<file path="config.mk">
export PLATFORM = sky130hd
export DESIGN_NAME = round_robin_overhead_scheduler_unit
export DESIGN_NICKNAME = d
export VERILOG_FILES = /design/src/hw/rtl/rros_pkg.sv /design/src/hw/rtl/rros_ram.sv /design/src/hw/rtl/round_robin_overhead_scheduler_unit.sv
export SDC_FILE = /design/constraint.sdc
export NUM_CORES = 1
export LEC_CHECK = 0
export ABC_CLOCK_PERIOD_IN_PS = 5900
export BUFFER_PORTS_ARGS = -buffer_cell sky130_fd_sc_hd__buf_2
export CORE_MARGIN = 1
export CORE_UTILIZATION = 31
export CTS_CLUSTER_SIZE = 25
export DETAILED_ROUTE_END_ITERATION = 6
export PLACE_DENSITY = 0.49
export SLEW_MARGIN = 25
export SYNTH_ARGS = -nofsm -noshare
export SYNTH_HDL_FRONTEND = slang
export SYNTH_SLANG_ARGS = --single-unit
</file>
<file path="constraint.sdc">
create_clock -name clk -period 5.9 [get_ports clk]
set_clock_uncertainty 0.2 [all_clocks]
set_input_delay 0.295 -clock clk [delete_from_list [all_inputs] [get_ports clk]]
set_output_delay 0.295 -clock clk [all_outputs]
set_load 0.03 [all_outputs]
</file>
<file path="src/hw/rtl/rros_pkg.sv">
// package: shared types, codes and constants of the round-robin scheduler
package rros_pkg;

    localparam int MAX_TASKS_DEF = 16;

    localparam logic [7:0] QUANTUM_RST  = 8'd2;
    localparam logic [7:0] OVERHEAD_RST = 8'd1;
    localparam logic [4:0] COUNT_RST    = 5'd1;

    // request modes
    localparam logic [1:0] MODE_LOAD    = 2'd0;
    localparam logic [1:0] MODE_TICK    = 2'd1;
    localparam logic [1:0] MODE_RESTART = 2'd2;
    localparam logic [1:0] MODE_NONE    = 2'd3;

    // configuration register indexes
    localparam logic [1:0] CFG_QUANTUM  = 2'd0;
    localparam logic [1:0] CFG_OVERHEAD = 2'd1;
    localparam logic [1:0] CFG_COUNT    = 2'd2;
    localparam logic [1:0] CFG_NONE     = 2'd3;

    // reported task states
    localparam logic [2:0] TS_NOT_ARRIVED = 3'd0;
    localparam logic [2:0] TS_WAITING     = 3'd1;
    localparam logic [2:0] TS_EXECUTING   = 3'd2;
    localparam logic [2:0] TS_OVERHEAD    = 3'd3;
    localparam logic [2:0] TS_COMPLETED   = 3'd4;

    typedef struct packed {
        logic [1:0]  mode;
        logic [3:0]  slot;
        logic [15:0] arrival_tick;
        logic [7:0]  burst_length;
    } in_t;

    typedef struct packed {
        logic [3:0]  task_index;
        logic [2:0]  task_state;
        logic [15:0] tick_number;
        logic        last_of_tick;
    } out_t;

    typedef enum logic [3:0] {
        ST_IDLE,
        ST_CLR,
        ST_SCAN,
        ST_CHK,
        ST_CHK2,
        ST_DISP,
        ST_DISP2,
        ST_RD,
        ST_EMIT
    } state_t;

endpackage

</file>
<file path="src/hw/rtl/rros_ram.sv">
// generic single write port ram with registered read
module rros_ram #(
    parameter int WIDTH = 8,
    parameter int DEPTH = 16
) (
    input  logic                     clk,
    input  logic                     we,
    input  logic [$clog2(DEPTH)-1:0] waddr,
    input  logic [WIDTH-1:0]         wdata,
    input  logic [$clog2(DEPTH)-1:0] raddr,
    output logic [WIDTH-1:0]         rdata
);

    logic [WIDTH-1:0] mem [DEPTH];

    // write and registered read
    always_ff @(posedge clk)
    begin
        if (we)
        begin
            mem[waddr] <= wdata;
        end
        rdata <= mem[raddr];
    end

endmodule

</file>
<file path="src/hw/rtl/round_robin_overhead_scheduler_unit.sv">
// top level: tick-driven round-robin scheduler with quantum and switch overhead
//
// A load request writes the arrival and burst tables as it is accepted. A restart
// request sweeps the burst table into the remaining-work table, one slot a cycle.
// A tick request scans the arrival table for the slots in use, checks the running
// task, dispatches the ring head when the ring is nonempty, no task runs and no
// overhead is pending, then reads and reports the state of each slot in turn,
// holding while the output stalls. The tables have one read port and registered
// reads, so every slot goes through them one at a time. Results leave through an
// output register, so the next request is taken while the final result still waits.
module round_robin_overhead_scheduler_unit
    import rros_pkg::*;
#(
    parameter int MAX_TASKS = MAX_TASKS_DEF
) (
    input  logic       clk,
    input  logic       rst_n,
    input  logic       in_valid,
    output logic       in_stall,
    input  in_t        in_data,
    output logic       out_valid,
    input  logic       out_stall,
    output out_t       out_data,
    input  logic       cfg_we,
    input  logic [1:0] cfg_index,
    input  logic [7:0] cfg_data
);

    localparam int IDX_W = $clog2(MAX_TASKS);
    localparam int CNT_W = IDX_W + 1;
    localparam logic [CNT_W-1:0] MAX_C = CNT_W'(MAX_TASKS);

    state_t state_reg, state_next;

    logic [7:0]           quantum_reg, quantum_next;
    logic [7:0]           overhead_reg, overhead_next;
    logic [4:0]           count_reg, count_next;
    logic [CNT_W-1:0]     k_reg, k_next;
    logic [IDX_W-1:0]     head_reg, head_next;
    logic [CNT_W-1:0]     fill_reg, fill_next;
    logic                 run_vld_reg, run_vld_next;
    logic [IDX_W-1:0]     run_idx_reg, run_idx_next;
    logic [7:0]           qused_reg, qused_next;
    logic [7:0]           ovh_reg, ovh_next;
    logic [15:0]          tick_reg, tick_next;
    logic [MAX_TASKS-1:0] ovflag_reg, ovflag_next;
    logic                 out_valid_reg, out_valid_next;
    out_t                 out_reg, out_next;

    // memory ports
    logic             arr_we, burst_we, work_we, ring_we;
    logic [IDX_W-1:0] load_addr, k_idx, work_waddr, work_raddr, ring_waddr;
    logic [15:0]      arr_rdata;
    logic [7:0]       burst_rdata, work_rdata, work_wdata;
    logic [IDX_W-1:0] ring_wdata, ring_rdata;

    logic             accept, load_ok, out_free;
    logic [CNT_W-1:0] n_eff;
    logic             push_req;
    logic [IDX_W-1:0] push_slot;
    logic [CNT_W-1:0] pos_sum;
    logic             can_push;
    logic             is_run, last;
    logic [2:0]       ts;
    logic [7:0]       ovh_dec;
    logic             dispatch;

    assign k_idx     = k_reg[IDX_W-1:0];
    assign in_stall  = (state_reg != ST_IDLE);
    assign accept    = in_valid && !in_stall;
    assign load_addr = IDX_W'(in_data.slot);
    assign load_ok   = accept && (in_data.mode == MODE_LOAD) && (int'(in_data.slot) < MAX_TASKS);
    assign out_free  = !out_valid_reg || !out_stall;
    assign out_valid = out_valid_reg;
    assign out_data  = out_reg;

    // effective task count
    always_comb
    begin
        if (count_reg == 5'd0)
        begin
            n_eff = CNT_W'(1);
        end
        else if (int'(count_reg) > MAX_TASKS)
        begin
            n_eff = MAX_C;
        end
        else
        begin
            n_eff = CNT_W'(count_reg);
        end
    end

    // ring tail position
    always_comb
    begin
        pos_sum = CNT_W'(head_reg) + fill_reg;
        if (pos_sum >= MAX_C)
        begin
            pos_sum = pos_sum - MAX_C;
        end
    end
    assign ring_waddr = pos_sum[IDX_W-1:0];
    assign can_push   = fill_reg < MAX_C;
    assign ring_we    = push_req && can_push;
    assign ring_wdata = push_slot;

    // table memories
    assign arr_we   = load_ok;
    assign burst_we = load_ok;

    rros_ram #(.WIDTH(16), .DEPTH(MAX_TASKS)) u_arr (
        .clk(clk), .we(arr_we), .waddr(load_addr), .wdata(in_data.arrival_tick),
        .raddr(k_idx), .rdata(arr_rdata)
    );

    rros_ram #(.WIDTH(8), .DEPTH(MAX_TASKS)) u_burst (
        .clk(clk), .we(burst_we), .waddr(load_addr), .wdata(in_data.burst_length),
        .raddr(k_idx), .rdata(burst_rdata)
    );

    assign work_raddr = (state_reg == ST_CHK) ? run_idx_reg : k_idx;

    rros_ram #(.WIDTH(8), .DEPTH(MAX_TASKS)) u_work (
        .clk(clk), .we(work_we), .waddr(work_waddr), .wdata(work_wdata),
        .raddr(work_raddr), .rdata(work_rdata)
    );

    rros_ram #(.WIDTH(IDX_W), .DEPTH(MAX_TASKS)) u_ring (
        .clk(clk), .we(ring_we), .waddr(ring_waddr), .wdata(ring_wdata),
        .raddr(head_reg), .rdata(ring_rdata)
    );

    // slot state decode for reporting
    always_comb
    begin
        is_run = run_vld_reg && (run_idx_reg == k_idx);
        last   = (k_reg == n_eff - CNT_W'(1));
        ovh_dec = (ovh_reg != 8'd0) ? ovh_reg - 8'd1 : ovh_reg;
        if (ovflag_reg[k_idx])
        begin
            ts = TS_OVERHEAD;
        end
        else if (is_run)
        begin
            ts = TS_EXECUTING;
        end
        else if (arr_rdata <= tick_reg && work_rdata != 8'd0)
        begin
            ts = TS_WAITING;
        end
        else if (arr_rdata > tick_reg)
        begin
            ts = TS_NOT_ARRIVED;
        end
        else
        begin
            ts = TS_COMPLETED;
        end
    end

    assign dispatch = !run_vld_reg && (fill_reg != '0) && (ovh_reg == 8'd0);

    // next state
    always_comb
    begin
        state_next = state_reg;
        unique case (state_reg)
            ST_IDLE:
            begin
                if (accept && in_data.mode == MODE_TICK)
                begin
                    state_next = ST_SCAN;
                end
                else if (accept && in_data.mode == MODE_RESTART)
                begin
                    state_next = ST_CLR;
                end
            end
            ST_CLR:
            begin
                if (k_reg == MAX_C)
                begin
                    state_next = ST_IDLE;
                end
            end
            ST_SCAN:
            begin
                if (k_reg == n_eff)
                begin
                    state_next = ST_CHK;
                end
            end
            ST_CHK:   state_next = ST_CHK2;
            ST_CHK2:  state_next = ST_DISP;
            ST_DISP:  state_next = dispatch ? ST_DISP2 : ST_RD;
            ST_DISP2: state_next = ST_RD;
            ST_RD:    state_next = ST_EMIT;
            ST_EMIT:
            begin
                if (out_free)
                begin
                    state_next = last ? ST_IDLE : ST_RD;
                end
            end
            default:  state_next = ST_IDLE;
        endcase
    end

    // datapath and outputs
    always_comb
    begin
        quantum_next   = quantum_reg;
        overhead_next  = overhead_reg;
        count_next     = count_reg;
        k_next         = k_reg;
        head_next      = head_reg;
        fill_next      = fill_reg;
        run_vld_next   = run_vld_reg;
        run_idx_next   = run_idx_reg;
        qused_next     = qused_reg;
        ovh_next       = ovh_reg;
        tick_next      = tick_reg;
        ovflag_next    = ovflag_reg;
        out_valid_next = out_valid_reg && out_stall;
        out_next       = out_reg;
        push_req       = 1'b0;
        push_slot      = run_idx_reg;
        work_we        = 1'b0;
        work_waddr     = k_idx;
        work_wdata     = burst_rdata;

        if (cfg_we)
        begin
            unique case (cfg_index)
                CFG_QUANTUM:  quantum_next  = cfg_data;
                CFG_OVERHEAD: overhead_next = cfg_data;
                CFG_COUNT:    count_next    = cfg_data[4:0];
                default:      ;
            endcase
        end

        unique case (state_reg)
            ST_IDLE:
            begin
                k_next = '0;
                if (accept && in_data.mode == MODE_RESTART)
                begin
                    head_next    = '0;
                    fill_next    = '0;
                    run_vld_next = 1'b0;
                    qused_next   = 8'd0;
                    ovh_next     = 8'd0;
                    tick_next    = 16'd0;
                    ovflag_next  = '0;
                end
            end
            ST_CLR:
            begin
                // copy burst into remaining work, one slot behind the read
                if (k_reg != '0)
                begin
                    work_we    = 1'b1;
                    work_waddr = IDX_W'(k_reg - CNT_W'(1));
                    work_wdata = burst_rdata;
                end
                k_next = k_reg + CNT_W'(1);
            end
            ST_SCAN:
            begin
                // enqueue arrivals, one slot behind the read
                if (k_reg != '0 && arr_rdata == tick_reg)
                begin
                    push_req  = 1'b1;
                    push_slot = IDX_W'(k_reg - CNT_W'(1));
                    if (can_push)
                    begin
                        fill_next = fill_reg + CNT_W'(1);
                    end
                end
                k_next = (k_reg == n_eff) ? '0 : k_reg + CNT_W'(1);
            end
            ST_CHK: ;
            ST_CHK2:
            begin
                // preempt or release the running task
                if (run_vld_reg && (qused_reg >= quantum_reg || work_rdata == 8'd0))
                begin
                    if (qused_reg >= quantum_reg && work_rdata != 8'd0)
                    begin
                        ovflag_next[run_idx_reg] = 1'b1;
                        push_req  = 1'b1;
                        push_slot = run_idx_reg;
                        if (can_push)
                        begin
                            fill_next = fill_reg + CNT_W'(1);
                        end
                        ovh_next = (overhead_reg == 8'd0) ? 8'd1 : overhead_reg;
                    end
                    run_vld_next = 1'b0;
                    qused_next   = 8'd0;
                end
            end
            ST_DISP: ;
            ST_DISP2:
            begin
                // take the ring head
                run_vld_next = 1'b1;
                run_idx_next = ring_rdata;
                head_next    = (int'(head_reg) == MAX_TASKS - 1) ? '0 : head_reg + IDX_W'(1);
                fill_next    = fill_reg - CNT_W'(1);
            end
            ST_RD: ;
            ST_EMIT:
            begin
                if (out_free)
                begin
                    out_valid_next        = 1'b1;
                    out_next.task_index   = 4'(k_idx);
                    out_next.task_state   = ts;
                    out_next.tick_number  = tick_reg;
                    out_next.last_of_tick = last;
                    if (ovflag_reg[k_idx])
                    begin
                        ovh_next = ovh_dec;
                        if (ovh_dec == 8'd0)
                        begin
                            ovflag_next[k_idx] = 1'b0;
                        end
                    end
                    else if (is_run)
                    begin
                        work_we    = 1'b1;
                        work_waddr = k_idx;
                        work_wdata = (work_rdata != 8'd0) ? work_rdata - 8'd1 : work_rdata;
                        if (qused_reg != 8'hFF)
                        begin
                            qused_next = qused_reg + 8'd1;
                        end
                    end
                    if (last)
                    begin
                        k_next = '0;
                        if (tick_reg != 16'hFFFF)
                        begin
                            tick_next = tick_reg + 16'd1;
                        end
                    end
                    else
                    begin
                        k_next = k_reg + CNT_W'(1);
                    end
                end
            end
            default: ;
        endcase
    end

    // registers
    always_ff @(posedge clk or negedge rst_n)
    begin
        if (!rst_n)
        begin
            state_reg     <= ST_IDLE;
            quantum_reg   <= QUANTUM_RST;
            overhead_reg  <= OVERHEAD_RST;
            count_reg     <= COUNT_RST;
            k_reg         <= '0;
            head_reg      <= '0;
            fill_reg      <= '0;
            run_vld_reg   <= 1'b0;
            run_idx_reg   <= '0;
            qused_reg     <= 8'd0;
            ovh_reg       <= 8'd0;
            tick_reg      <= 16'd0;
            ovflag_reg    <= '0;
            out_valid_reg <= 1'b0;
        end
        else
        begin
            state_reg     <= state_next;
            quantum_reg   <= quantum_next;
            overhead_reg  <= overhead_next;
            count_reg     <= count_next;
            k_reg         <= k_next;
            head_reg      <= head_next;
            fill_reg      <= fill_next;
            run_vld_reg   <= run_vld_next;
            run_idx_reg   <= run_idx_next;
            qused_reg     <= qused_next;
            ovh_reg       <= ovh_next;
            tick_reg      <= tick_next;
            ovflag_reg    <= ovflag_next;
            out_valid_reg <= out_valid_next;
        end
    end

    // output payload register
    always_ff @(posedge clk)
    begin
        out_reg <= out_next;
    end

    // ring never overfills
    assert property (@(posedge clk) disable iff (!rst_n) fill_reg <= MAX_C)
        else $error("ready ring overfilled");

    // a new result only comes from the report step
    assert property (@(posedge clk) disable iff (!rst_n)
        $rose(out_valid_reg) |-> $past(state_reg == ST_EMIT))
        else $error("result raised outside report step");

    // dispatch only happens with a nonempty ring and no pending overhead
    assert property (@(posedge clk) disable iff (!rst_n)
        state_reg == ST_DISP2 |-> $past(fill_reg != '0 && ovh_reg == 8'd0))
        else $error("dispatch without queued task");

endmodule
</file>
* After elaboration in Yosys (flattened, before gate mapping)
Memories as Yosys holds them, arrays and structs flattened. A register that Yosys moved wholly into a read port is not among the register bits. Index checks and enable logic that the tools add are counted. Widths: inputs -> output; s select.
Operators by class: order comparisons 10, equal/unequal tests 35, reduce and logical (&&, ||, !) cells 55, muxes and demuxes 88, add/subtract/negate cells 12, bitwise gates (word level) 3
Operator list (number):
- $mux 16 | 9
- $mux 8 | 17
- $mux 4 | 13
- $mux 5 | 10
- $pmux 16 s3 | 1
- $pmux 8 s3 | 2
- $pmux 5 s4 | 2
- $pmux 4 s9 | 1
- $logic_not 8->1 | 4
- $pmux 16 s2 | 1
- $ne 2x2->1 const B | 14
- $mux 1 | 22
- $add 16x1->16 const B | 1
- $and 16x16->16 | 1
- $eq 16x16->1 | 1
- $eq 4x3->1 const B | 4
- $gt 16x16->1 | 1
- $le 16x16->1 | 1
- $ne 16x16->1 const B | 1
- $not 16->16 | 1
- $or 16x16->16 | 1
- $reduce_bool 8->1 | 2
- $sub 8x1->8 const B | 2
- $logic_and 1x1->1 | 15
- 46 further kinds | 76
Word-level totals: RAM bits 576, memories kept 4, output and inout port bits 26, register bits 117
Memories:
- u_arr.mem | depth 16, bits a word 16, rd ports 1, clocked after memory_dff 1, write ports 1, line rros_ram.sv:14 | logic [WIDTH-1:0] mem [DEPTH];
- u_burst.mem | depth 16, bits a word 8, rd ports 1, clocked after memory_dff 1, write ports 1, line rros_ram.sv:14
- u_work.mem | depth 16, bits a word 8, rd ports 1, clocked after memory_dff 1, write ports 1, line rros_ram.sv:14
- u_ring.mem | depth 16, bits a word 4, rd ports 1, clocked after memory_dff 1, write ports 1, line rros_ram.sv:14

* Depth between registers and ports, before layout
Gate-level depths: netlist of run 1.
depth after elaboration 10, depth in mapped cells 13

* Hierarchy
Synthesis of run 1 repeated with hierarchy kept, for this count alone.
Unflattened totals: cells, all modules 1848, area total of the unflattened synthesis 30499.3 sq um
Modules (own cells, without submodules):
- rros_ram (u_burst ...) | sequential area each 4003.8 sq um, instances 2, area each 5147.4 sq um, cells an instance 229
- rros_ram (u_arr) | sequential area each 8007.7 sq um, instances 1, area each 10042.1 sq um, cells an instance 432
- round_robin_overhead_scheduler_unit | sequential area each 3051.7 sq um, instances 1, area each 7495.9 sq um, cells an instance 828
- rros_ram (u_ring) | sequential area each 2001.9 sq um, instances 1, area each 2666.3 sq um, cells an instance 130

* Worst setup path after synthesis of run 1
OpenSTA, ideal clock, no wires.
kind register to register, from register state_reg[2], to memory u_arr.mem[0][0] (enable), stages on the path, launching flop included 7, period minus slack after synthesis 4.452 ns, arrival 3.816 ns, setup slack 1.448 ns, cells stage by stage dfrtp_1 clkbuf_1 nor2_1 nand2_1 nor4b_1 or3b_2 nor3_1
Between the ends: longest elaborated chain between the ends 6
Ends and longest elaborated chain:
- start, declared | line round_robin_overhead_scheduler_unit.sv:33 | state_t state_reg, state_next;
- start signal, assigned | line round_robin_overhead_scheduler_unit.sv:381 | state_reg <= state_next;
- $reduce_bool 4->1 | line round_robin_overhead_scheduler_unit.sv:69 | assign in_stall = (state_reg != ST_IDLE);
- named net in_stall | line round_robin_overhead_scheduler_unit.sv:19 | output logic in_stall,
- $logic_not 1->1 | line round_robin_overhead_scheduler_unit.sv:70 | assign accept = in_valid && !in_stall;
- $logic_and 1x1->1 | line round_robin_overhead_scheduler_unit.sv:70
- $logic_and 1x1->1 | line round_robin_overhead_scheduler_unit.sv:72 | assign load_ok = accept && (in_data.mode == MODE_LOAD) && (int'(in_data.slot) < MAX_TASKS);
- $mux 1 | line rros_ram.sv:19 | if (we)
- $mux 1 (not written as such) | line rros_ram.sv:21 | mem[waddr] <= wdata;
- end, declared | line rros_ram.sv:14
The timed path passes the listed nets, and every way through them passes these cells.

* Worst setup path after layout of run 1
from register k_reg[0], to memory u_ring.mem[8][2] (netlist name) (enable)
Between the ends: longest elaborated chain between the ends 7
Ends and longest elaborated chain:
- start, declared | line round_robin_overhead_scheduler_unit.sv:38 | logic [CNT_W-1:0] k_reg, k_next;
- start signal, assigned | line round_robin_overhead_scheduler_unit.sv:385 | k_reg <= k_next;
- $reduce_bool 5->1 | line round_robin_overhead_scheduler_unit.sv:272 | if (k_reg != '0 && arr_rdata == tick_reg)
- $logic_and 1x1->1 | line round_robin_overhead_scheduler_unit.sv:272
- $mux 1 | line round_robin_overhead_scheduler_unit.sv:272
- $pmux 1 s2 | line round_robin_overhead_scheduler_unit.sv:243 | unique case (state_reg)
- $logic_and 1x1->1 | line round_robin_overhead_scheduler_unit.sv:105 | assign ring_we = push_req && can_push;
- $mux 1 | line rros_ram.sv:19
- $mux 1 (not written as such) | line rros_ram.sv:21
- end, declared | line rros_ram.sv:14
Every way passes these cells.

==> results.sh, run 1 <==
export IMPL_grt_pass1_vias=17253
export IMPL_cts_tree="built"
export IMPL_cts_root_buffer="clkbuf_16"
export IMPL_cap_violations=0
export IMPL_wire_per_inst_um=22.2
export IMPL_drc_errors=0
export IMPL_synth_compound_area_share=0.0502
export IMPL_first_pass_iters=5
export IMPL_postRouteAntennaNets=0
export IMPL_clock_latency_ns=0.65
export IMPL_die_h_um=313
export IMPL_synth_top_family_by_area="multiplexers"
export IMPL_dp_cells=3066
export IMPL_status="finished, final reports clean"
export IMPL_setup_violations=0
export IMPL_grt_pass1_wl_um=109000
export IMPL_critPathRequiredTime_ns=5.95
export IMPL_core_rowCount=113
export IMPL_critPathMaxStageDelay_ns=0.54
export IMPL_grt_ovfl_total=0
export IMPL_grt_use_met2=0.255
export IMPL_crit_chain="inv_1 -> ha_1 -> or3b_2 -> nor2_1 -> nor3_1 -> nand3_1 -> a211oi_1 -> nand2_1 -> nor3_1"
export IMPL_crit_buf_inv=1
export IMPL_layout_nets=2023
export IMPL_port_buffers=70
export IMPL_synthesis_nets=1854
export IMPL_place_ws_ns=1.79
export IMPL_drive_gt1_frac=0.240
export IMPL_seq_area_frac_synth=0.701
export IMPL_ys_warn_count=0
export IMPL_die_x_um=313
export IMPL_ios=71
export IMPL_timing_rr_end="u_ring.mem[8][2]$_DFFE_PP_"
export IMPL_antenna_found_initial=4
export IMPL_holdCritStartpoint="cfg_index[0]"
export IMPL_path_common_cell="nor3_1"
export IMPL_num_vias=16211
export IMPL_start_util=0.314
export IMPL_peakVddDrop_mv=0.330
export IMPL_synthMuxAreaShare=0.140
export IMPL_die_area_um2=98200
export IMPL_avgSynthCellArea_um2=17.0
export IMPL_avgViaCountPerCell=4.96
export IMPL_r2r_setup_slack_ns=1.72
export IMPL_tns_ns=0
export IMPL_use_met1=0.191
export IMPL_max_freq_mhz=239
export IMPL_synth_enable_flop_cells=600
export IMPL_cpLargestDelayFamily="simple AND/OR/NAND/NOR gates"
export IMPL_busiest_layer="met2"
export IMPL_endpoint_kind="register"
export IMPL_synth_simple_gate_area_frac=0.0642
export IMPL_ys_seq_elements=729
export IMPL_largest_register_ff_count=256
export IMPL_yosysUniqueCellTypes=71
export IMPL_worst_hold_path_type="in -> reg"
export IMPL_power_leakage_nw=11.8
export IMPL_num_fill_cells=8935
export IMPL_crit_fanout=10
export IMPL_globalplace_congestion=0.812
export IMPL_drt_iter0_drc=1245
export IMPL_worst_r2r_startpoint="k_reg[0]$_DFFE_PN0P_"
export IMPL_cts_buffers=81
export IMPL_relSlewSlack=0.347
export IMPL_clockBufferDepth=3
export IMPL_drt_total_wl_um=72500
export IMPL_syn_area_um2=30100
export IMPL_setup_slack_ns=1.72
export IMPL_hold_path_depth=4
export IMPL_clk_pin_slew_ns=0.06
export IMPL_ys_async_sr_fraction=0.128
export IMPL_fin_util=0.373
export IMPL_period_needed_ns=4.18
export IMPL_grtUsageTotal=0.149
export IMPL_crit_type="reg -> reg"
export IMPL_worstHoldEndpoint="quantum_reg[1]$_DFFE_PN1P_"
export IMPL_total_power_mw=15.2
export IMPL_worstRegToRegCells=9
export IMPL_powerDensity_nw_per_um2=427
export IMPL_ctsResizeCount=0
export IMPL_largest_register="u_arr.mem"
export IMPL_synth_xor_area_frac=0.00962
export IMPL_synthCells=1765
export IMPL_core_um2=95600
export IMPL_drv_slew=0
export IMPL_syn_to_final_growth_pct=18.6
export IMPL_synth_flop_cell="edfxtp_1"
export IMPL_start_kind="register"
export IMPL_detailed_place_hpwl_um=45400
export IMPL_finalCritPeriodShare=0.708
export IMPL_synth_fa_ha_area_frac=0.0188
export IMPL_stdcell_count=3267
export IMPL_critPathSlowestCell="dfrtp_4"
export IMPL_h_tree_depth=3
export IMPL_clkSinkCount=729
export IMPL_rsz0062_at_grt="false"
export IMPL_worst_slew_pin_slew_ns=0.972
export IMPL_largestRegisters="u_arr.mem (256), u_burst.mem (128), u_work.mem (128)"
export IMPL_hold_violations=0
export IMPL_worst_ep_arrival_time_ns=4.23
export IMPL_grt_max_degree=108
export IMPL_grt_util_met3=0.0284
-- synthesized netlist by cell type (26+ instances only) --
library cell | instances | area [µm²]
a21oi_1 | 61 | 305
clkbuf_1 | 56 | 210
dfrtp_1 | 90 | 2250
dfxtp_1 | 36 | 721
edfxtp_1 | 600 | 18000
ha_1 | 42 | 526
inv_1 | 39 | 146
mux2i_1 | 30 | 300
mux4_2 | 164 | 3690
nand2_1 | 123 | 462
nand3_1 | 26 | 130
nor2_1 | 93 | 349
nor3_1 | 33 | 165
o21ai_0 | 71 | 355
-- routing by layer --
metal  wire [µm]  up-vias
met3        3290      104
li1            -     7333
met2       36500      410
met5          37        -
met1       31100     8358
met4        1560        6
-- area by class of cell --
type	instances	area (µm²)	area share
diodes	1	2.50	0.0000702
clock buffers	106	2260	0.0635
clock inverters	44	599	0.0168
inverters	39	146	0.00411
multi-input cells	918	8680	0.244
flip-flops and latches	729	21100	0.592
well taps	1265	1580	0.0444
repair buffers	165	1280	0.0360
-- what timing repair did --
action,4_1_cts,5_1_grt
setup endpoints to repair,0,0
hold buffers,49,0
setup buffers,0,0
hold endpoints to repair,456,0
-- power by group --
| group | leakage, nW | internal [mW] | switching (mW) |
|---|---|---|---|
| Clock | 1.38 | 3.21 | 2.11 |
| Combinational | 3.60 | 1.55 | 1.87 |
| Sequential | 6.86 | 6.13 | 0.353 |
| Total | 11.8 | 10.9 | 4.34 |
-- worst max-delay path by stage --
stage | from | end | depth (start not counted)
detailed placement | k_reg[0]$_DFFE_PN0P_ | u_ring.mem[12][0]$_DFFE_PP_ | 9
finish | k_reg[0]$_DFFE_PN0P_ | u_ring.mem[8][2]$_DFFE_PP_ | 9
global route | k_reg[0]$_DFFE_PN0P_ | u_ring.mem[12][0]$_DFFE_PP_ | 9
CTS | k_reg[0]$_DFFE_PN0P_ | u_ring.mem[8][2]$_DFFE_PP_ | 9
global placement | k_reg[0]$_DFFE_PN0P_ | u_ring.mem[8][0]$_DFFE_PP_ | 9
floorplan | state_reg[2]$_DFFE_PN0P_ | u_arr.mem[0][0]$_DFFE_PP_ | 6
-- cells in the final DEF, fill, tap and decap left out, drive strengths merged, types with 7 or more instances in the layout --
cell | netlist | layout
dfxtp | 36 | 36
xnor2 | 22 | 22
nor2 | 93 | 93
a21oi | 63 | 63
inv | 39 | 39
clkinv | 0 | 28
nand2 | 124 | 124
ha | 42 | 42
or3 | 11 | 11
mux2 | 20 | 20
nand3 | 27 | 27
dlygate4sd3 | 0 | 49
o31ai | 17 | 17
mux4 | 164 | 164
bufinv | 0 | 11
clkbuf | 56 | 106
nor2b | 22 | 22
o21ai | 74 | 74
buf | 23 | 116
and3 | 10 | 10
nor3 | 35 | 35
edfxtp | 600 | 600
dfrtp | 90 | 90
a31oi | 12 | 12
xor2 | 11 | 11
a22o | 12 | 12
nand2b | 16 | 16
mux2i | 30 | 30
a41oi | 8 | 8
a211oi | 11 | 11
a221oi | 7 | 7
-- logic make-up (layout without fill, tap and decap cells) --
group	Yosys count	in the layout
AO/OA/AOI/OAI	238	238
XOR/XNOR	33	33
adder cells (fa/ha/maj)	44	44
buffers and inverters	118	354
flip-flops	729	729
multiplexers	214	214
other	0	1
AND/OR/NAND/NOR	389	389
-- through the flow --
| step | cell area (µm²) | hold slack [ns] |
|---|---|---|
| 2_1_floorplan | 30100 | -0.201 |
| 3_3_place_gp | 32200 | 0.175 |
| 3_5_place_dp | 32300 | 0.188 |
| 4_1_cts | 35600 | 0.00328 |
| 5_1_grt | 35600 | 0.0233 |
| 6_report | 35600 | 0.00987 |
-- worst register-to-register path: cells and delay by family (launching register included) --
kind	cells	cell delay (ns)
fa+ha+maj	1	0.40
compound gates	1	0.54
simple gates	6	1.89
buf+inv	1	0.22
flops	1	0.54
Note: power is estimated with default switching activity, not from simulation.
==> inputs of run 2 (changes only) <==
--- a/config.mk
+++ b/config.mk
@@ -5,13 +5,13 @@
 export SDC_FILE = /design/constraint.sdc
 export NUM_CORES = 1
 export LEC_CHECK = 0
-export ABC_CLOCK_PERIOD_IN_PS = 5900
+export ABC_CLOCK_PERIOD_IN_PS = 3700
 export BUFFER_PORTS_ARGS = -buffer_cell sky130_fd_sc_hd__buf_2
 export CORE_MARGIN = 1
 export CORE_UTILIZATION = 31
 export CTS_CLUSTER_SIZE = 25
 export DETAILED_ROUTE_END_ITERATION = 6
-export PLACE_DENSITY = 0.49
+export PLACE_DENSITY = 0.51
 export SLEW_MARGIN = 25
 export SYNTH_ARGS = -nofsm -noshare
 export SYNTH_HDL_FRONTEND = slang
==> constraint.sdc (replaced) <==
create_clock -name clk -period 3.7 [get_ports clk]
set_clock_uncertainty 0.2 [all_clocks]
set_input_delay 0.185 -clock clk [delete_from_list [all_inputs] [get_ports clk]]
set_output_delay 0.185 -clock clk [all_outputs]
set_load 0.03 [all_outputs]
==> results.sh, run 2 (synthesis gave the netlist of run 1 again) <==
export IMPL_worstHoldEndpoint="state_reg[2]$_DFFE_PN0P_"
export IMPL_syn_to_final_growth_pct=20.6
export IMPL_start_util=0.314
export IMPL_port_buffers=70
export IMPL_place_ws_ns=0.267
export IMPL_dp_cells=3126
export IMPL_die_area_um2=98200
export IMPL_grt_use_met2=0.241
export IMPL_drt_iter0_drc=1495
export IMPL_largest_register_ff_count=256
export IMPL_die_x_um=313
export IMPL_antenna_found_initial=6
export IMPL_setup_slack_ns=0.218
export IMPL_cts_root_buffer="clkbuf_16"
export IMPL_fin_util=0.379
export IMPL_use_met1=0.203
export IMPL_clockBufferDepth=3
export IMPL_max_freq_mhz=287
export IMPL_core_rowCount=113
export IMPL_grt_max_degree=80
export IMPL_busiest_layer="met2"
export IMPL_r2r_setup_slack_ns=0.22
export IMPL_globalplace_congestion=0.826
export IMPL_layout_common_cells="600 x edfxtp_1, 164 x mux4_2, 123 x nand2_1"
export IMPL_period_needed_ns=3.48
export IMPL_status="finished, final reports clean"
export IMPL_rsz0062_at_grt="false"
export IMPL_critPathRequiredTime_ns=3.82
export IMPL_powerDensity_nw_per_um2=663
export IMPL_endpoint_kind="register"
export IMPL_drv_slew=0
export IMPL_setup_violations=0
export IMPL_detailed_place_hpwl_um=46900
export IMPL_clkSinkCount=729
export IMPL_holdCritStartpoint="in_data[28]"
export IMPL_layout_nets=2083
export IMPL_crit_fanout=13
export IMPL_first_pass_iters=6
export IMPL_h_tree_depth=3
export IMPL_grt_ovfl_total=0
export IMPL_cts_tree="built"
export IMPL_clock_latency_ns=0.64
export IMPL_power_leakage_nw=12.2
export IMPL_cts_buffers=79
export IMPL_timing_rr_end="u_burst.mem[12][1]$_DFFE_PP_"
export IMPL_total_power_mw=24.0
export IMPL_drive_gt1_frac=0.257
export IMPL_grtUsageTotal=0.149
export IMPL_largestRegisters="u_arr.mem (256), u_burst.mem (128), u_work.mem (128)"
export IMPL_core_um2=95600
export IMPL_final_common_cell="edfxtp_1"
export IMPL_ios=71
export IMPL_clk_pin_slew_ns=0.06
export IMPL_finalCritPeriodShare=0.941
export IMPL_crit_type="reg -> reg"
export IMPL_start_kind="register"
export IMPL_worst_hold_path_type="in -> reg"
export IMPL_wire_per_inst_um=21.7
export IMPL_largest_register="u_arr.mem"
export IMPL_hold_path_depth=6
export IMPL_die_h_um=313
export IMPL_postRouteAntennaNets=0
export IMPL_num_vias=16652
export IMPL_hold_violations=0
export IMPL_worst_slew_pin_slew_ns=0.916
export IMPL_peakVddDrop_mv=0.528
export IMPL_grt_pass1_vias=17529
export IMPL_drt_total_wl_um=72300
export IMPL_grt_util_met3=0.0300
export IMPL_avgViaCountPerCell=5.01
export IMPL_relSlewSlack=0.389
export IMPL_cap_violations=0
export IMPL_stdcell_count=3325
export IMPL_grt_pass1_wl_um=110000
export IMPL_worstRegToRegCells=8
export IMPL_worst_ep_arrival_time_ns=3.60
export IMPL_worst_r2r_startpoint="state_reg[2]$_DFFE_PN0P_"
export IMPL_drc_errors=0
[run 2: layout make-up]
| type | instances | area, µm² |
|---|---|---|
| Antenna cell | 1 | 2.50 |
| Clock buffer | 105 | 2180 |
| Clock inverter | 41 | 499 |
| Fill cell | 8909 | 59300 |
| Inverter | 39 | 146 |
| Multi-Input combinational cell | 918 | 8700 |
| Sequential cell | 729 | 21100 |
| Tap cell | 1265 | 1580 |
| Timing Repair Buffer | 227 | 2070 |
[run 2: layer usage]
| metal | vias to the layer above | part of all wire |
|---|---|---|
| li1 | 7459 | - |
| met1 | 8653 | 0.46 |
| met2 | 398 | 0.48 |
| met3 | 134 | 0.044 |
| met4 | 8 | 0.025 |
| met5 | - | 0.00076 |
[run 2: worst max-delay path by stage]
| stage | from | to | slack (ns) | cells after the start |
|---|---|---|---|---|
| 5_1_grt | state_reg[2]$_DFFE_PN0P_ | u_burst.mem[12][7]$_DFFE_PP_ | 0.04 | 8 |
| 4_1_cts | state_reg[2]$_DFFE_PN0P_ | u_burst.mem[12][0]$_DFFE_PP_ | 0.22 | 8 |
| 2_1_floorplan | state_reg[2]$_DFFE_PN0P_ | u_arr.mem[1][0]$_DFFE_PP_ | -0.12 | 6 |
| 3_3_place_gp | state_reg[1]$_DFFE_PN0P_ | u_work.rdata[2]$_DFF_P_ | 0.27 | 7 |
| 6_report | state_reg[2]$_DFFE_PN0P_ | u_burst.mem[12][1]$_DFFE_PP_ | 0.22 | 8 |
| 3_5_place_dp | state_reg[1]$_DFFE_PN0P_ | u_work.rdata[2]$_DFF_P_ | 0.27 | 7 |
[run 2: report_power, final]
| part | internal, mW | switching (mW) | total (mW) |
|---|---|---|---|
| clock network | 4.80 | 3.29 | 8.09 |
| registers | 9.76 | 0.483 | 10.2 |
| logic | 2.62 | 3.07 | 5.69 |
[run 2: what timing repair did]
action / in CTS / in global routing
setup buffers: 0 / 0
hold buffers: 52 / 0
hold endpoints to repair: 549 / 0
gates resized for setup: 0 / 0
[run 2: metrics by stage]
stage	TNS [ns]	area, µm²	hold slack (ns)
floorplan	-8.32	30100	-0.311
global placement	0	33000	0.0711
detailed placement	0	33000	0.0815
CTS	0	36200	0.0000205
global route	0	36300	0.0949
finish	0	36300	0.0276
[run 2: critical path: stages (launching register included)]
cell and delay, ns:
dfrtp_1 0.58, nor2_1 0.33, nand2_1 0.25, nor4b_1 0.35, buf_4 0.25, nand3_1 0.11
dlygate4sd3_1 0.61, nor3_4 0.28, buf_12 0.21
==> inputs of run 3 (changes only) <==
--- a/config.mk
+++ b/config.mk
@@ -7,10 +7,12 @@
 export LEC_CHECK = 0
 export ABC_CLOCK_PERIOD_IN_PS = 3700
 export BUFFER_PORTS_ARGS = -buffer_cell sky130_fd_sc_hd__buf_2
+export CORE_ASPECT_RATIO = 0.5
 export CORE_MARGIN = 1
 export CORE_UTILIZATION = 31
 export CTS_CLUSTER_SIZE = 25
 export DETAILED_ROUTE_END_ITERATION = 6
+export HOLD_SLACK_MARGIN = 0.03
 export PLACE_DENSITY = 0.51
 export SLEW_MARGIN = 25
 export SYNTH_ARGS = -nofsm -noshare
==> results.sh, run 3 (synthesis gave the netlist of run 1 again) <==
export IMPL_max_freq_mhz=280
export IMPL_drt_total_wl_um=71500
export IMPL_period_needed_ns=3.58
export IMPL_worst_hold_path_type="in -> reg"
export IMPL_largestRegisters="u_arr.mem (256), u_burst.mem (128), u_work.mem (128)"
export IMPL_worst_slew_pin_slew_ns=0.961
export IMPL_grtUsageTotal=0.147
export IMPL_layout_common_cells="600 x edfxtp_1, 164 x mux4_2, 123 x nand2_1"
export IMPL_ios=71
export IMPL_die_x_um=442
export IMPL_final_common_cell="edfxtp_1"
export IMPL_grt_ovfl_total=0
export IMPL_port_buffers=70
export IMPL_powerDensity_nw_per_um2=652
export IMPL_total_power_mw=23.3
export IMPL_relSlewSlack=0.355
export IMPL_die_h_um=222
export IMPL_antenna_found_initial=5
export IMPL_hold_ws_ns=0.0884
export IMPL_detailed_place_hpwl_um=44200
export IMPL_clock_latency_ns=0.63
export IMPL_peakVddDrop_mv=0.437
export IMPL_drc_errors=0
export IMPL_met3_length_um=2930
export IMPL_cap_violations=0
export IMPL_cts_buffers=72
export IMPL_drt_iter0_drc=1271
export IMPL_critPathRequiredTime_ns=3.84
export IMPL_endpoint_kind="register"
export IMPL_drive_gt1_frac=0.254
export IMPL_crit_type="reg -> reg"
export IMPL_start_util=0.314
export IMPL_worst_ep_arrival_time_ns=3.72
export IMPL_cts_tree="built"
export IMPL_holdCritStartpoint="in_data[27]"
export IMPL_syn_to_final_growth_pct=18.9
export IMPL_dp_cells=3127
export IMPL_grt_pass1_vias=17065
export IMPL_avgViaCountPerCell=4.95
export IMPL_crit_fanout=14
export IMPL_setup_violations=0
export IMPL_r2r_setup_slack_ns=0.12
export IMPL_layout_nets=2073
export IMPL_status="finished, final reports clean"
export IMPL_clk_pin_slew_ns=0.06
export IMPL_grt_pass1_wl_um=109000
export IMPL_drv_slew=0
export IMPL_wl_met1_um=32800
export IMPL_wl_met2_um=34400
export IMPL_grt_max_degree=104
export IMPL_num_vias=16409
export IMPL_clockBufferDepth=3
export IMPL_hold_violations=0
export IMPL_wire_per_inst_um=21.6
export IMPL_cts_root_buffer="clkbuf_16"
export IMPL_first_pass_iters=5
export IMPL_finalCritPeriodShare=0.966
export IMPL_routed_top_layer="met5"
export IMPL_start_kind="register"
export IMPL_postRouteAntennaNets=0
export IMPL_worstHoldEndpoint="u_arr.mem[14][11]$_DFFE_PP_"
export IMPL_stdcell_count=3315
export IMPL_worst_r2r_startpoint="state_reg[1]$_DFFE_PN0P_"
export IMPL_die_area_um2=98300
export IMPL_globalplace_congestion=0.800
export IMPL_rsz0062_at_grt="false"
export IMPL_largest_register="u_arr.mem"
export IMPL_finalInstanceArea_um2=35700
export IMPL_tns_ns=0
export IMPL_clkSinkCount=729
export IMPL_h_tree_depth=3
export IMPL_largest_register_ff_count=256
export IMPL_worstRegToRegCells=9
export IMPL_hold_path_depth=3
export IMPL_dpl_cell_area_um2=32800
export IMPL_timing_rr_end="u_arr.mem[0][3]$_DFFE_PP_"
export IMPL_power_leakage_nw=12.0
export IMPL_core_rowCount=80
export IMPL_core_um2=95700
-- run 3: worst max-delay path by stage --
stage                                         from                          end  slack (ns)  cells past startpoint
after floorplan           state_reg[2]$_DFFE_PN0P_    u_arr.mem[1][0]$_DFFE_PP_       -0.12                      6
after global placement    tick_reg[13]$_DFFE_PN0P_   u_ring.mem[4][1]$_DFFE_PP_        0.32                      9
after detailed placement      k_reg[0]$_DFFE_PN0P_  u_ring.mem[12][2]$_DFFE_PP_        0.23                      9
after CTS                 state_reg[2]$_DFFE_PN0P_    u_arr.mem[0][3]$_DFFE_PP_        0.17                      8
after global routing          k_reg[0]$_DFFE_PN0P_   u_ring.mem[8][2]$_DFFE_PP_       0.003                      9
final                     state_reg[1]$_DFFE_PN0P_    u_arr.mem[0][3]$_DFFE_PP_        0.12                      9
-- run 3: layer usage --
metal / up-vias / GRT usage
met2: 341 / 0.241
met1: 8515 / 0.203
met3: 106 / 0.0233
li1: 7445 / -
met4: 2 / 0.0380
met5: - / 0
-- run 3: stage by stage --
step | utilization | setup WS, ns
final | 0.373 | 0.125
after global routing | 0.373 | 0.00252
after CTS | 0.373 | 0.167
after detailed placement | 0.343 | 0.233
after global placement | 0.343 | 0.321
after floorplan | - | -0.116
-- run 3: layout make-up --
type	count	area, µm²
Sequential cell	729	21100
Multi-Input combinational cell	918	8730
Clock buffer	97	1980
Antenna cell	1	2.50
Inverter	39	146
Timing Repair Buffer	224	1820
Clock inverter	36	402
Fill cell	8902	60000
Tap cell	1271	1590
-- run 3: repair_timing --
action | 4_1_cts | 5_1_grt
resized for setup | 0 | 4
setup buffers | 0 | 0
hold endpoints to repair | 543 | 0
endpoints found under the setup margin | 0 | 12
hold buffers | 54 | 0
-- run 3: critical path: stages, from the launching register on --
cell and delay, ns:
dfrtp_1 0.39, buf_4 0.19, nor2_1 0.26, nand2_1 0.22, nor4b_1 0.28, buf_4 0.20
or3b_2 0.59, nor3_4 0.22, dlygate4sd3_1 0.59, buf_4 0.14
-- run 3: where the power goes --
| part | internal (mW) | leakage, nW | switching [mW] |
|---|---|---|---|
| Combinational | 2.61 | 3.96 | 3.17 |
| Clock | 4.16 | 1.16 | 3.16 |
| Sequential | 9.76 | 6.86 | 0.444 |
